**src/rtl/core/bhpq_pkg.sv**
```systemverilog
// ----------------------------------------------------------------------------
// bhpq_pkg
// Shared types and codes for the max priority queue and its cell row.
// ----------------------------------------------------------------------------
`default_nettype none

package bhpq_pkg;

  // key width of one entry
  localparam int KEY_W = 32;
  // width of the entry count shown on the result
  localparam int OUT_CNT_W = 7;

  // operation codes
  localparam logic OP_INSERT  = 1'b0;
  localparam logic OP_EXTRACT = 1'b1;

  // result status codes
  typedef enum logic [1:0] {
    ST_OK    = 2'd0,
    ST_EMPTY = 2'd1,
    ST_FULL  = 2'd2
  } status_t;

  // command broadcast to every cell of the row
  typedef struct packed {
    logic                    ins;
    logic                    ext;
    logic signed [KEY_W-1:0] key;
  } cell_cmd_t;

endpackage : bhpq_pkg

`default_nettype wire

```
**src/rtl/core/bhpq_cell.sv**
```systemverilog
// ----------------------------------------------------------------------------
// bhpq_cell
// One slot of the sorted row. Holds one key, compares it against the key
// being inserted and takes its neighbor's key when the row shifts.
// ----------------------------------------------------------------------------
`default_nettype none

module bhpq_cell
  import bhpq_pkg::*;
(
  input  wire logic                    clk,
  input  wire cell_cmd_t               cmd,
  input  wire logic                    occ,
  input  wire logic                    prev_ge,
  input  wire logic signed [KEY_W-1:0] prev_val,
  input  wire logic signed [KEY_W-1:0] next_val,
  output logic signed [KEY_W-1:0]      val,
  output logic                         ge
);

  logic signed [KEY_W-1:0] val_r;
  logic signed [KEY_W-1:0] val_nxt;

  // slot holds a key no smaller than the one coming in
  assign ge  = occ && (val_r >= cmd.key);
  assign val = val_r;

  // insert: keep, take the new key at the boundary, or shift down the row
  // extract: shift up toward the head
  always_comb begin
    val_nxt = val_r;
    if (cmd.ins) begin
      if (ge) begin
        val_nxt = val_r;
      end else if (prev_ge) begin
        val_nxt = cmd.key;
      end else begin
        val_nxt = prev_val;
      end
    end else if (cmd.ext) begin
      val_nxt = next_val;
    end
  end

  // key storage, no reset: occupancy comes from the fill count
  always_ff @(posedge clk) begin
    val_r <= val_nxt;
  end

endmodule : bhpq_cell

`default_nettype wire

```
**config.mk**
```make
export PLATFORM = sky130hd
export DESIGN_NAME = bhpq_cell
export DESIGN_NICKNAME = d
export VERILOG_FILES = /design/src/rtl/core/bhpq_pkg.sv /design/src/rtl/core/bhpq_cell.sv
export SDC_FILE = /design/constraint.sdc
export NUM_CORES = 1
export LEC_CHECK = 0
export BUFFER_PORTS_ARGS = -buffer_cell sky130_fd_sc_hd__buf_4
export CAP_MARGIN = 40
export CORE_ASPECT_RATIO = 0.75
export CORE_MARGIN = 3
export CORE_UTILIZATION = 39
export CTS_CLUSTER_DIAMETER = 120
export DETAILED_ROUTE_END_ITERATION = 12
export PLACE_DENSITY = 0.69
export SYNTH_ARGS = -nofsm -noshare
export SYNTH_HDL_FRONTEND = slang
export SYNTH_SLANG_ARGS = --single-unit
```
**constraint.sdc**
```tcl
create_clock -name clk -period 5.86 [get_ports clk]
set_clock_uncertainty 0.1 [all_clocks]
set_input_delay 0.293 -clock clk [delete_from_list [all_inputs] [get_ports clk]]
set_output_delay 0.293 -clock clk [all_outputs]
set_load 0.01 [all_outputs]
```
=== Word level (Yosys, flattened, before mapping) ===
Index checks and enable logic that the tools add are counted.

* Register bits after elaboration: 32
* Output and inout port bits: 33
* Word-level logic and storage cells: 10

* Order comparisons: 1
* Equality and inequality tests: 1
* Muxes and demuxes: 4
* Reduce and logical (&&, ||, !) cells: 3

{| class="wikitable"
|+ Operators with widths
! kind !! number
|-
| 2-to-1 mux 32 bit || 4
|-
| >= comparator 32 bit || 1
|-
| != test 2 bit (second input constant) || 1
|-
| AND reduction 2 bit || 1
|-
| nonzero test 2 bit || 1
|-
| logical AND 1 bit || 1
|}

=== Logic depth before layout (Yosys ltp) ===
* Depth after elaboration: 4
* Gate-level depth with buffers: 8

=== Worst setup path before layout ===
No wires, ideal clock.

* Path type: register to register
* Start: register val_r[14] (netlist: val[14])
* End: register val_r[0] (netlist: val[0]), enable pin
* Library setup time: 0.394 ns
* Arrival time: 2.585 ns
* Path slack: 2.782 ns
* Cell stages (with the launch flop): 8
* Cells stage by stage: edfxtp_1 ha_1 and4_4 a211oi_2 o21ai_1 o31ai_1 nor3b_2 o32a_1

* Longest elaborated chain between the ends: 4

{| class="wikitable"
|+ RTL lines
! what !! RTL line !! text
|-
| from (decl) || bhpq_cell.sv:21 || <nowiki>logic signed [KEY_W-1:0] val_r;</nowiki>
|-
| from (signal assigned) || bhpq_cell.sv:47 || <nowiki>val_r <= val_nxt;</nowiki>
|-
| >= comparator 32 bit || bhpq_cell.sv:25 || <nowiki>assign ge = occ && (val_r >= cmd.key);</nowiki>
|-
| logical AND 1 bit || bhpq_cell.sv:25 ||
|-
| != test 2 bit (no source line) || - ||
|-
| AND reduction 2 bit (no source line) || - ||
|}

Every way passes these cells.
A chain may end at the register's enable or synchronous reset.

=== Worst setup path in the final report ===
* Start: register val_r[14] (netlist: val[14])
* End: register val_r[31] (netlist: val[31]), enable pin

Same word-level chain as after synthesis.

==> results.txt <==
Status: finished, final reports clean
Hold Path Cell Cnt: 3
Reg power frac: 0.431
# IOs: 134
Final setup violation count: 0
Post-Synth Simple-Gate Area: 0.1167
Residual DRC: 0
Gate count after technology mapping: 257
Post-cts hold buffer count: 0
Starting DRT DRC Count: 70
R2r startpoint: val[14]
Combinational family with the most area after synthesis: adder cells
CTS tree: yes
WS Path Type: reg2reg
Syn Nets: 390
Top cell type's share of synthesized area: 0.3879
Final design utilization: 0.6036
Largest net degree at the start of global routing: 67
Routability congestion estimate: 0.7743
Hold path start: next_val[12]
Synth area leaders: edfxtp_1 39%, ha_1 16%, mux2i_1 13%
RSZ-0062 raised after global routing: false
Max FFs per register: 32
Post-synthesis mux area share: 0.1293
Post-synthesis compound-gate area fraction: 0.1379
R2R Path End: val[31]
Non-filler cells in the finished layout: 464
Clock root buffer: clkbuf_8
Chip width: 98.03 um
Placed cell count: 457
CTS buffer count: 5
CTS-repair resized insts: 0
First-pass GRT wire length: 10,100 um
Distinct cells, synth: 33
Total chip power: 694.8 uW
R2r setup slk: 2.87 ns
Cell taking the most area after synthesis: edfxtp_1
TNS Setup: 0 ns
DP HPWL: 5256 um
Hold endpoint: val[12]
Starting density of the core: 0.4146
Clock sinks: 32
Sw frac: 0.2899
Final hold vios: 0
Worst endpoint required time: 5.67 ns
Synth Area per Inst: 9.640 um^2
Internal power: 493.4 uW
Number of global-route vias before repair: 2,228
Slew HR: 0.4907
Routed WL: 6454 um
Worst-path clk slew: 0.06 ns
NetSw: 201.4 uW
DRT Pass-1 Iters: 4
Nets: 519
Area grow syn2layout: 45.61%
Max cap viols: 0
Worst Reg-to-Reg Cells: 7
Layout cells sized above 1: 0.3782
Sequential-to-total area share from yosys stat: 0.3879
Tot GR Track Use: 0.1719
Max Fclk: 334.2 MHz
XOR/XNOR share of the synthesized area: 0
Antenna violations before repair: 0
Yosys Warn Count: 0
Seq cells post-synth: 32
Max VDD drop: 0.1232 mV
Hold WC Path Type: in2reg
Final min period: 2.992 ns
Pwr dens: 192.6 mW/mm^2
Synthesized cell area: 0.002477 mm^2
# diodes: 0
Clock power share: 0.224
Gate power share: 0.346
GR Overflow Total: 0
Leakage: 1.813 nW
Core ar.: 0.005976 mm^2
Fraction of the mapped netlist area in adder cells: 0.1616
H-tree Lvls: 2
Worst Tran Pin Value: 0.7639 ns
Via Count: 2,268
Port-buffer cells: 133
Final worst-path cycle share: 0.5106
Worst Setup End Kind: register
Post-CTS setup repair buffer count: 0
Clock Latency Late Sink: 0.28 ns
Die height: 75.03 um
CP arrival: 2.80 ns
Routed wire per std cell: 13.91 um
DR vias/cell: 4.888
Count of pins over their slew limit: 0
Crit-path max FO: 32
Row cnt: 24
Routed Antenna Nets: 0
Die area: 0.007355 mm^2
Max clock buf depth: 2
CP startpoint kind: register
## through the flow
step,hold WS (ns),setup WS (ns),area (um^2)
6_report,0.2340,2.868,3607
3_5_place_dp,0.5150,2.852,3530
2_1_floorplan,0.4186,2.782,2477
3_3_place_gp,0.5180,2.899,3530
4_1_cts,0.2275,2.836,3607
5_1_grt,0.2406,2.644,3607
## metal layers
metal  share of wire  GRT usage  up-vias
met2            0.44     0.2881       84
met4          0.0059    0.03226        0
li1                -          -     1182
met5               0          0        -
met3           0.088    0.05648        5
met1            0.47     0.2229      997
## Yosys cell counts
| cell | number |
|---|---|
| ha_1 | 32 |
| inv_1 | 32 |
| buf_1 | 1 |
| nand3_1 | 2 |
| nand2b_1 | 1 |
| o21a_1 | 1 |
| o21ai_0 | 2 |
| and4_4 | 1 |
| o31ai_1 | 1 |
| nor4b_2 | 1 |
| o2bb2ai_1 | 1 |
| edfxtp_1 | 32 |
| a21oi_1 | 44 |
| or2_1 | 1 |
| and4_1 | 2 |
| o21ai_1 | 2 |
| o32a_1 | 1 |
| a211oi_1 | 1 |
| a211oi_2 | 2 |
| nor2_1 | 33 |
| buf_2 | 3 |
| nor2b_1 | 2 |
| nor3b_1 | 1 |
| o211ai_1 | 1 |
| and3_1 | 1 |
| mux2i_1 | 32 |
| nand4_1 | 4 |
| nand2_1 | 8 |
| a21o_1 | 2 |
| nor3b_2 | 1 |
| o31ai_2 | 1 |
| nor3_1 | 1 |
| clkbuf_1 | 7 |
## logic make-up after synthesis
family                   after synthesis
AO/OA/AOI/OAI                         59
buffers and inverters                 43
AND/OR/NAND/NOR                       59
adder cells (fa/ha/maj)               32
multiplexers                          32
flip-flops                            32
## power by group through the flow
stage	clock (mW)	combinational [mW]	sequential, mW
detailed placement	0	0.242	0.304
global placement	0	0.238	0.302
global route	0.168	0.269	0.302
finish	0.155	0.240	0.299
floorplan	0	0.108	0.315
CTS	0.160	0.243	0.300
## layout by cell type, fill, tap and decap left out, types with 2 or more instances in the layout
cell      count
a211oi_2      2
a21o_1        2
a21oi_1      44
and4_1        2
buf_4       133
clkbuf_8      5
edfxtp_1     32
ha_1         32
inv_1        32
mux2i_1      32
nand2_1       8
nand3_1       2
nand4_1       4
nor2_1       33
nor2b_1       2
o21ai_0       2
o21ai_1       2
## area by class of cell
class                   instances  area, um^2
clock inverters                 1       5.005
clock buffers                   6       72.57
well taps                      78       97.59
fillers                       559        2369
flip-flops and latches         32       960.9
multi-input cells             182        1353
repair buffers                133       998.5
inverters                      32       120.1
## worst max-delay path, stage by stage (launching register included)
cell	delay (ns)
edfxtp_1	0.40
ha_1	0.33
and4_4	0.23
a211oi_2	0.23
o21ai_1	0.09
o31ai_1	0.30
nor3b_2	0.25
o32a_2	0.70
## how the worst max path moves through the flow
stage             from       to  depth (start not counted)
6_report       val[14]  val[31]                          7
5_1_grt        val[14]  val[11]                          7
4_1_cts        val[14]  val[14]                          7
3_5_place_dp   cmd[14]  val[21]                          9
3_3_place_gp   cmd[14]  val[16]                          9
2_1_floorplan  val[14]   val[0]                          7
(Power assumes the default switching activity.)
